[src/sv/rwdf_pkg.sv]
// Types, constants and lookup functions of the radix word dump formatter.
`timescale 1ns / 1ps

package rwdf_pkg;

    localparam int WORD_W             = 32;
    localparam int CHAR_W             = 8;
    localparam int RADIX_W            = 5;
    localparam int WSC_W              = 2;
    localparam int WPL_W              = 12;
    localparam int MAX_WORDS_PER_LINE = 2048;
    localparam int WON_W              = $clog2(MAX_WORDS_PER_LINE);
    localparam int LEN_W              = $clog2(MAX_WORDS_PER_LINE + 1);
    localparam int DIGIT_W            = 4;
    localparam int MAX_DIGITS         = 32;
    localparam int DCNT_W             = $clog2(MAX_DIGITS + 1);
    localparam int BYTE_W             = 8;
    localparam int BIDX_W             = $clog2(WORD_W / BYTE_W);
    localparam int DIGS_W             = MAX_DIGITS * DIGIT_W;
    localparam int CFG_IDX_W          = 2;
    localparam int CFG_DATA_W         = 12;

    localparam logic [CFG_IDX_W-1:0] CFG_RADIX          = 2'd0;
    localparam logic [CFG_IDX_W-1:0] CFG_WORD_SIZE      = 2'd1;
    localparam logic [CFG_IDX_W-1:0] CFG_WORDS_PER_LINE = 2'd2;

    localparam logic [WSC_W-1:0] WSC_8  = 2'd0;
    localparam logic [WSC_W-1:0] WSC_16 = 2'd1;
    localparam logic [WSC_W-1:0] WSC_32 = 2'd2;

    localparam logic [RADIX_W-1:0] RADIX_MIN   = 5'd2;
    localparam logic [RADIX_W-1:0] RADIX_MAX   = 5'd16;
    localparam logic [RADIX_W-1:0] RADIX_RESET = 5'd8;
    localparam logic [WSC_W-1:0]   WSC_RESET   = WSC_16;
    localparam logic [WPL_W-1:0]   WPL_RESET   = 12'd8;

    localparam logic [CHAR_W-1:0] CHAR_SPACE   = 8'd32;
    localparam logic [CHAR_W-1:0] CHAR_NEWLINE = 8'd10;
    localparam logic [CHAR_W-1:0] CHAR_ZERO    = 8'd48;
    localparam logic [CHAR_W-1:0] CHAR_NINE    = 8'd57;
    localparam logic [CHAR_W-1:0] CHAR_LOWER_A = 8'd97;
    localparam logic [CHAR_W-1:0] CHAR_LOWER_F = 8'd102;

    typedef struct packed {
        logic [WORD_W-1:0] data_word;
        logic              end_of_data;
    } in_t;

    typedef struct packed {
        logic [CHAR_W-1:0] text_char;
        logic              last_char;
    } out_t;

    typedef enum logic [2:0] {
        ST_IDLE,
        ST_DIVIDE,
        ST_SPACE,
        ST_DIGITS,
        ST_NEWLINE
    } state_t;

    function automatic logic [RADIX_W-1:0] eff_radix(input logic [RADIX_W-1:0] r);
        logic [RADIX_W-1:0] e;
        if (r < RADIX_MIN)
            e = RADIX_MIN;
        else if (r > RADIX_MAX)
            e = RADIX_MAX;
        else
            e = r;
        return e;
    endfunction

    function automatic logic [WORD_W-1:0] word_mask(input logic [WSC_W-1:0] wsc);
        logic [WORD_W-1:0] m;
        case (wsc)
            WSC_8:   m = 32'h0000_00FF;
            WSC_16:  m = 32'h0000_FFFF;
            default: m = 32'hFFFF_FFFF;
        endcase
        return m;
    endfunction

    function automatic logic [BIDX_W-1:0] top_byte(input logic [WSC_W-1:0] wsc);
        logic [BIDX_W-1:0] t;
        case (wsc)
            WSC_8:   t = 2'd0;
            WSC_16:  t = 2'd1;
            default: t = 2'd3;
        endcase
        return t;
    endfunction

    // Digits of the all-ones word of each size, per effective radix.
    function automatic logic [DCNT_W-1:0] digit_count(input logic [RADIX_W-1:0] base,
                                                      input logic [WSC_W-1:0] wsc);
        logic [DCNT_W-1:0] d8;
        logic [DCNT_W-1:0] d16;
        logic [DCNT_W-1:0] d32;
        logic [DCNT_W-1:0] n;
        case (base)
            5'd2:    begin d8 = 6'd8; d16 = 6'd16; d32 = 6'd32; end
            5'd3:    begin d8 = 6'd6; d16 = 6'd11; d32 = 6'd21; end
            5'd4:    begin d8 = 6'd4; d16 = 6'd8;  d32 = 6'd16; end
            5'd5:    begin d8 = 6'd4; d16 = 6'd7;  d32 = 6'd14; end
            5'd6:    begin d8 = 6'd4; d16 = 6'd7;  d32 = 6'd13; end
            5'd7:    begin d8 = 6'd3; d16 = 6'd6;  d32 = 6'd12; end
            5'd8:    begin d8 = 6'd3; d16 = 6'd6;  d32 = 6'd11; end
            5'd9:    begin d8 = 6'd3; d16 = 6'd6;  d32 = 6'd11; end
            5'd10:   begin d8 = 6'd3; d16 = 6'd5;  d32 = 6'd10; end
            5'd11:   begin d8 = 6'd3; d16 = 6'd5;  d32 = 6'd10; end
            5'd12:   begin d8 = 6'd3; d16 = 6'd5;  d32 = 6'd9;  end
            5'd13:   begin d8 = 6'd3; d16 = 6'd5;  d32 = 6'd9;  end
            5'd14:   begin d8 = 6'd3; d16 = 6'd5;  d32 = 6'd9;  end
            5'd15:   begin d8 = 6'd3; d16 = 6'd5;  d32 = 6'd9;  end
            default: begin d8 = 6'd2; d16 = 6'd4;  d32 = 6'd8;  end
        endcase
        case (wsc)
            WSC_8:   n = d8;
            WSC_16:  n = d16;
            default: n = d32;
        endcase
        return n;
    endfunction

    function automatic logic [CHAR_W-1:0] digit_char(input logic [DIGIT_W-1:0] d);
        logic [CHAR_W-1:0] c;
        if (d <= 4'd9)
            c = CHAR_ZERO + {4'd0, d};
        else
            c = CHAR_LOWER_A + {4'd0, d - 4'd10};
        return c;
    endfunction

endpackage

[src/sv/rwdf_div_step.sv]
// Shared divide unit: one byte of a long division by the radix per cycle.
`timescale 1ns / 1ps

module rwdf_div_step
    import rwdf_pkg::*;
(
    input  logic [DIGIT_W-1:0] rem_in,
    input  logic [BYTE_W-1:0]  dividend,
    input  logic [RADIX_W-1:0] base,
    output logic [BYTE_W-1:0]  quotient,
    output logic [DIGIT_W-1:0] rem_out
);

    always_comb
    begin
        logic [RADIX_W-1:0] r;
        r = {1'b0, rem_in};
        quotient = '0;
        for (int i = BYTE_W - 1; i >= 0; i--)
        begin
            r = {r[DIGIT_W-1:0], dividend[i]};
            if (r >= base)
            begin
                r = r - base;
                quotient[i] = 1'b1;
            end
        end
        rem_out = r[DIGIT_W-1:0];
    end

endmodule

[src/sv/rwdf_out_stage.sv]
// Output register that holds one character beat until it is taken.
`timescale 1ns / 1ps

module rwdf_out_stage
    import rwdf_pkg::*;
(
    input  logic clk,
    input  logic rst_n,
    input  logic load,
    input  out_t load_item,
    output logic can_load,
    output logic out_valid,
    input  logic out_ready,
    output out_t out_item
);

    logic valid_reg;
    logic valid_next;
    out_t item_reg;

    assign can_load  = !valid_reg || out_ready;
    assign out_valid = valid_reg;
    assign out_item  = item_reg;

    always_comb
    begin
        valid_next = valid_reg;
        if (load)
            valid_next = 1'b1;
        else if (out_ready)
            valid_next = 1'b0;
    end

    always_ff @(posedge clk or negedge rst_n)
    begin
        if (!rst_n)
            valid_reg <= 1'b0;
        else
            valid_reg <= valid_next;
    end

    always_ff @(posedge clk)
    begin
        if (load)
            item_reg <= load_item;
    end

endmodule

[src/sv/radix_word_dump_formatter.sv]
// Radix word dump formatter: sequencer, configuration and divide datapath.
// Per word: accept, divide (D digits, B word bytes), send C characters.
// The divide loop runs the shared unit once per byte per digit.
// Characters (2 to 34) leave one per cycle while out_ready stays high.
// rst_n clears the line count, the sequencer and config to 8, 16-bit, 8.
`timescale 1ns / 1ps

module radix_word_dump_formatter
    import rwdf_pkg::*;
(
    input  logic                  clk,
    input  logic                  rst_n,
    input  logic                  in_valid,
    output logic                  in_ready,
    input  in_t                   in_item,
    output logic                  out_valid,
    input  logic                  out_ready,
    output out_t                  out_item,
    input  logic                  cfg_valid,
    output logic                  cfg_ready,
    input  logic [CFG_IDX_W-1:0]  cfg_index,
    input  logic [CFG_DATA_W-1:0] cfg_data
);

    logic [RADIX_W-1:0] radix_reg;
    logic [WSC_W-1:0]   wsc_reg;
    logic [WPL_W-1:0]   wpl_reg;

    state_t             state_reg,    state_next;
    logic [WON_W-1:0]   won_reg,      won_next;
    logic [WORD_W-1:0]  work_reg,     work_next;
    logic [DIGIT_W-1:0] rem_reg,      rem_next;
    logic [DIGS_W-1:0]  digs_reg,     digs_next;
    logic [BIDX_W-1:0]  bidx_reg,     bidx_next;
    logic [BIDX_W-1:0]  tbyte_reg,    tbyte_next;
    logic [DCNT_W-1:0]  dcnt_reg,     dcnt_next;
    logic [DCNT_W-1:0]  ndig_reg,     ndig_next;
    logic [RADIX_W-1:0] base_reg,     base_next;
    logic               space_reg,    space_next;
    logic               nl_reg,       nl_next;

    logic               accept;
    logic [RADIX_W-1:0] base_eff;
    logic [LEN_W-1:0]   len_eff;
    logic [LEN_W-1:0]   won_plus;
    logic               nl_now;
    logic [BYTE_W-1:0]  div_byte;
    logic [BYTE_W-1:0]  div_quot;
    logic [DIGIT_W-1:0] div_rem;
    logic [4:0]         byte_pos;
    logic               load;
    out_t               load_item;
    logic               can_load;

    assign cfg_ready = 1'b1;
    assign in_ready  = (state_reg == ST_IDLE);
    assign accept    = in_valid && in_ready;

    assign base_eff = eff_radix(radix_reg);
    assign won_plus = {1'b0, won_reg} + LEN_W'(1);
    assign nl_now   = (won_plus >= len_eff) || in_item.end_of_data;
    assign byte_pos = {bidx_reg, 3'b000};
    assign div_byte = work_reg[byte_pos +: BYTE_W];

    always_comb
    begin
        if (wpl_reg == '0)
            len_eff = LEN_W'(1);
        else if (wpl_reg > WPL_W'(MAX_WORDS_PER_LINE))
            len_eff = LEN_W'(MAX_WORDS_PER_LINE);
        else
            len_eff = wpl_reg[LEN_W-1:0];
    end

    always_ff @(posedge clk or negedge rst_n)
    begin
        if (!rst_n)
        begin
            radix_reg <= RADIX_RESET;
            wsc_reg   <= WSC_RESET;
            wpl_reg   <= WPL_RESET;
        end
        else if (cfg_valid && cfg_ready)
        begin
            case (cfg_index)
                CFG_RADIX:          radix_reg <= cfg_data[RADIX_W-1:0];
                CFG_WORD_SIZE:      wsc_reg   <= cfg_data[WSC_W-1:0];
                CFG_WORDS_PER_LINE: wpl_reg   <= cfg_data[WPL_W-1:0];
                default:            ;
            endcase
        end
    end

    rwdf_div_step u_div (
        .rem_in   (rem_reg),
        .dividend (div_byte),
        .base     (base_reg),
        .quotient (div_quot),
        .rem_out  (div_rem)
    );

    rwdf_out_stage u_out (
        .clk       (clk),
        .rst_n     (rst_n),
        .load      (load),
        .load_item (load_item),
        .can_load  (can_load),
        .out_valid (out_valid),
        .out_ready (out_ready),
        .out_item  (out_item)
    );

    always_comb
    begin
        state_next = state_reg;
        won_next   = won_reg;
        work_next  = work_reg;
        rem_next   = rem_reg;
        digs_next  = digs_reg;
        bidx_next  = bidx_reg;
        tbyte_next = tbyte_reg;
        dcnt_next  = dcnt_reg;
        ndig_next  = ndig_reg;
        base_next  = base_reg;
        space_next = space_reg;
        nl_next    = nl_reg;
        load       = 1'b0;
        load_item  = '{text_char: CHAR_NEWLINE, last_char: 1'b1};

        case (state_reg)
            ST_IDLE:
            begin
                if (accept)
                begin
                    work_next  = in_item.data_word & word_mask(wsc_reg);
                    base_next  = base_eff;
                    ndig_next  = digit_count(base_eff, wsc_reg);
                    tbyte_next = top_byte(wsc_reg);
                    bidx_next  = top_byte(wsc_reg);
                    rem_next   = '0;
                    dcnt_next  = '0;
                    space_next = (won_reg != '0);
                    nl_next    = nl_now;
                    won_next   = nl_now ? '0 : won_plus[WON_W-1:0];
                    state_next = ST_DIVIDE;
                end
            end

            ST_DIVIDE:
            begin
                work_next[byte_pos +: BYTE_W] = div_quot;
                if (bidx_reg == '0)
                begin
                    digs_next = {div_rem, digs_reg[DIGS_W-1:DIGIT_W]};
                    rem_next  = '0;
                    bidx_next = tbyte_reg;
                    dcnt_next = dcnt_reg + DCNT_W'(1);
                    if (dcnt_reg + DCNT_W'(1) == ndig_reg)
                    begin
                        dcnt_next  = ndig_reg;
                        state_next = space_reg ? ST_SPACE : ST_DIGITS;
                    end
                end
                else
                begin
                    rem_next  = div_rem;
                    bidx_next = bidx_reg - BIDX_W'(1);
                end
            end

            ST_SPACE:
            begin
                load_item = '{text_char: CHAR_SPACE, last_char: 1'b0};
                if (can_load)
                begin
                    load       = 1'b1;
                    state_next = ST_DIGITS;
                end
            end

            ST_DIGITS:
            begin
                load_item = '{text_char: digit_char(digs_reg[DIGS_W-1 -: DIGIT_W]),
                              last_char: (dcnt_reg == DCNT_W'(1)) && !nl_reg};
                if (can_load)
                begin
                    load      = 1'b1;
                    digs_next = digs_reg << DIGIT_W;
                    dcnt_next = dcnt_reg - DCNT_W'(1);
                    if (dcnt_reg == DCNT_W'(1))
                        state_next = nl_reg ? ST_NEWLINE : ST_IDLE;
                end
            end

            ST_NEWLINE:
            begin
                load_item = '{text_char: CHAR_NEWLINE, last_char: 1'b1};
                if (can_load)
                begin
                    load       = 1'b1;
                    state_next = ST_IDLE;
                end
            end

            default:
            begin
                state_next = ST_IDLE;
            end
        endcase
    end

    always_ff @(posedge clk or negedge rst_n)
    begin
        if (!rst_n)
        begin
            state_reg <= ST_IDLE;
            won_reg   <= '0;
        end
        else
        begin
            state_reg <= state_next;
            won_reg   <= won_next;
        end
    end

    always_ff @(posedge clk)
    begin
        work_reg  <= work_next;
        rem_reg   <= rem_next;
        digs_reg  <= digs_next;
        bidx_reg  <= bidx_next;
        tbyte_reg <= tbyte_next;
        dcnt_reg  <= dcnt_next;
        ndig_reg  <= ndig_next;
        base_reg  <= base_next;
        space_reg <= space_next;
        nl_reg    <= nl_next;
    end

endmodule

[config.mk]
export PLATFORM = sky130hd
export DESIGN_NAME = radix_word_dump_formatter
export DESIGN_NICKNAME = d
export VERILOG_FILES = /design/src/sv/rwdf_pkg.sv /design/src/sv/rwdf_div_step.sv /design/src/sv/rwdf_out_stage.sv /design/src/sv/radix_word_dump_formatter.sv
export SDC_FILE = /design/constraint.sdc
export NUM_CORES = 1
export LEC_CHECK = 0
export BUFFER_PORTS_ARGS = -buffer_cell sky130_fd_sc_hd__buf_2
export CAP_MARGIN = 20
export CORE_MARGIN = 4
export CORE_UTILIZATION = 40
export CTS_CLUSTER_DIAMETER = 120
export DETAILED_ROUTE_END_ITERATION = 10
export PLACE_DENSITY = 0.64
export RECOVER_POWER = 100
export SETUP_SLACK_MARGIN = 0.15
export SLEW_MARGIN = 20
export SYNTH_ARGS = -nofsm -noshare
export SYNTH_HDL_FRONTEND = slang
export SYNTH_SLANG_ARGS = --single-unit
[constraint.sdc]
create_clock -name clk -period 24.7 [get_ports clk]
set_clock_uncertainty 0.2 [all_clocks]
set_input_delay 1.235 -clock clk [delete_from_list [all_inputs] [get_ports clk]]
set_output_delay 1.235 -clock clk [all_outputs]
set_load 0.05 [all_outputs]
==> reports/qor.csv <==
metric,value,unit
# clock sinks,229,
port buffer count,61,
final WL,26500,um
initial antenna violation count,0,
Worst Setup Start Kind,flip-flop,
Final nets,1402,
slowest cell delay on critical path,1.25,ns
post-CTS sizing,0,
failing checks,"max-capacitance violations, max-slew violations",
type of the worst min-delay path,flip-flop to flip-flop,
GRT Total Usage,0.1473,
FF-to-FF End,digs_reg[127]$_DFFE_PP_,
fraction of layout cells with a size suffix above 1,0.09605,
"Clk Latency, worst-skew pair",0.53,ns
worst setup path endpoint,digs_reg[127]$_DFFE_PP_,
die area,0.03476,mm2
reg-to-reg startpoint,bidx_reg[0]$_DFFE_PP_,
"leading cell types in the layout, fill and taps excluded","nand2_1, edfxtp_1, ha_1",
pre-CTS WS,11.19,ns
"commonest non-fill, non-tap cell in the layout",nand2_1,
slowest CP cell,o21ai_0,
vias,8872,
Synth Area per Inst,10.26,um2
setup TNS,0,ns
Worst-Margin Slew,4.353,ns
endpoints failing hold,0,
fillers,2946,
ys flop type,edfxtp_1,
WL per Instance,15.65,um
ant diodes,0,
sequential-to-total area share from yosys stat,0.5268,
Post-DRT Antenna Nets,0,
gp weighted congestion,0.8718,
Die Y,186.4,um
outcome,"finished, violations left",
R2R Setup Slk,6.96,ns
Mapped Cells,1242,
yosys warns,0,
I/O pin total,64,
Initial DRT Pass Iterations,5,
max-slew violation count,433,
Post CTS Setup Buffer Count,0,
Clock Tree Root,clkbuf_16,
"FFs w/ async S/R, synth",0.1485,
Yosys cell types,70,
cell taking the most area after synthesis,edfxtp_1,
crit path max fanout,14,
CTS Hold Buffers Added,0,
Post-Syn Nets,1373,
share of the synthesized area in the top cell type,0.4597,
clock buffer depth,3,
RSZ-0062 raised after global routing,no,
CP Launch Point,bidx_reg[0]$_DFFE_PP_,
setup violators final,0,
Syn-to-layout area delta,9.784,%
synthesized area,0.01274,mm2
Post-synth EDFFs,195,
DR iter-0 viols,699,
Vias/cell,5.240,
MaxCap Viol Count,8,
FMAX,56.36,MHz
Num CTS Buffers,27,
first-pass GRT wire length,43360,um
clock-pin transition on the worst setup and hold timing paths,0.06,ns
Final WS setup,6.956,ns
worst relative slew slack,-1.902,
H-tree levels,1,
FF-to-FF path depth,48,
CP endpoint kind,flip-flop,
CTS tree,done,
Yosys reg bits,229,
vias in the first global route,8582,
die width,186.4,um
largest net degree at the start of global routing,108,
DRC viols,0,
CORE AREA,0.03147,mm2
Synth area leaders,"edfxtp_1, nand2_1, ha_1, dfrtp_1, a22o_1",
critical path data required time,24.77,ns
Initial Util,0.4047,
Tmin final,17.74,ns
CP arrival,17.81,ns
period utilisation layout,0.7184,
Largest register FFs,128,
DPL Wire Length,17600,um
Crit Path Class,flip-flop to flip-flop,
FP Rows,65,
Overflow after GRT,0,
## worst max-delay path, delay by kind of cell (launching register included)
kind                     cells  cell delay (ns)
AO/OA/AOI/OAI               27            10.48
adder cells (fa/ha/maj)      8             2.73
multiplexers                 6             2.29
AND/OR/NAND/NOR              6             0.86
flip-flops                   1             0.83
buffers and inverters        1             0.07
## how the worst min path moves through the flow
stage                              startpoint  cells past startpoint  slack, ns                endpoint
CTS                 digs_reg[3]$_SDFFCE_PP0P_                      2       0.31   digs_reg[7]$_DFFE_PP_
global placement    digs_reg[3]$_SDFFCE_PP0P_                      2       0.29   digs_reg[7]$_DFFE_PP_
finish              digs_reg[3]$_SDFFCE_PP0P_                      2       0.31   digs_reg[7]$_DFFE_PP_
detailed placement  digs_reg[3]$_SDFFCE_PP0P_                      2       0.31   digs_reg[7]$_DFFE_PP_
global route        digs_reg[3]$_SDFFCE_PP0P_                      2       0.33   digs_reg[7]$_DFFE_PP_
floorplan              wpl_reg[0]$_DFFE_PN0P_                      1       0.28  wpl_reg[0]$_DFFE_PN0P_
## logic make-up (layout without fill, tap and decap cells)
group	count (synthesis)	count (layout)	synth area share
buffers and inverters	112	161	0.03772
AO/OA/AOI/OAI	189	189	0.1016
flip-flops	229	229	0.5268
XOR/XNOR	40	40	0.02750
adder cells (fa/ha/maj)	79	79	0.08232
AND/OR/NAND/NOR	544	544	0.1767
multiplexers	47	47	0.04676
other	2	2	0.0005896
## through the flow
stage | hold slack, ns | instance area [um2] | instances | utilization
floorplan | 0.2799 | 12740 | 1242 | -
global placement | 0.2915 | 13300 | 1644 | 0.4226
detailed placement | 0.3106 | 13300 | 1644 | 0.4226
CTS | 0.3102 | 14100 | 1693 | 0.4480
global route | 0.3326 | 13980 | 1693 | 0.4443
finish | 0.3098 | 13980 | 1693 | 0.4443
## layout make-up
type,count,area [um2],area share
Sequential cell,229,6710,0.4799
Inverter,45,168.9,0.01208
Clock inverter,9,45.04,0.003221
Multi-Input combinational cell,901,5489,0.3925
Timing Repair Buffer,67,311.5,0.02228
Tap cell,402,503.0,0.03597
Clock buffer,40,755.7,0.05404
## synthesized netlist by cell type (4+ instances only)
master    instances
nand2b_1         12
xor2_1           17
fa_1              8
o21ai_1          20
buf_4             4
nor2_1           44
o21ai_0          17
inv_1            40
dfrtp_1          31
mux2_2           25
a211oi_1          5
ha_1             71
nor2b_1           9
mux4_2            6
a22o_1           41
a22oi_1           5
and3_1            6
nand2_1         418
nor3_1            8
buf_2            27
mux2i_1          12
a31oi_1           9
edfxtp_1        195
inv_2             5
a21oi_1          45
and2_1           10
xnor2_1          23
clkbuf_1         32
nand3_1          17
a21o_1           19
## per-layer routing
layer / routed length, um / up-vias / global-route usage
met5: 0 / - / 0
met4: 850 / 0 / 0.05119
met3: 1422 / 59 / 0.02170
met2: 11780 / 222 / 0.2296
met1: 12450 / 4224 / 0.2122
li1: - / 4367 / -
Power is not shown: default switching activity piles up to over one toggle a cycle in this logic, so the estimate is an artifact.
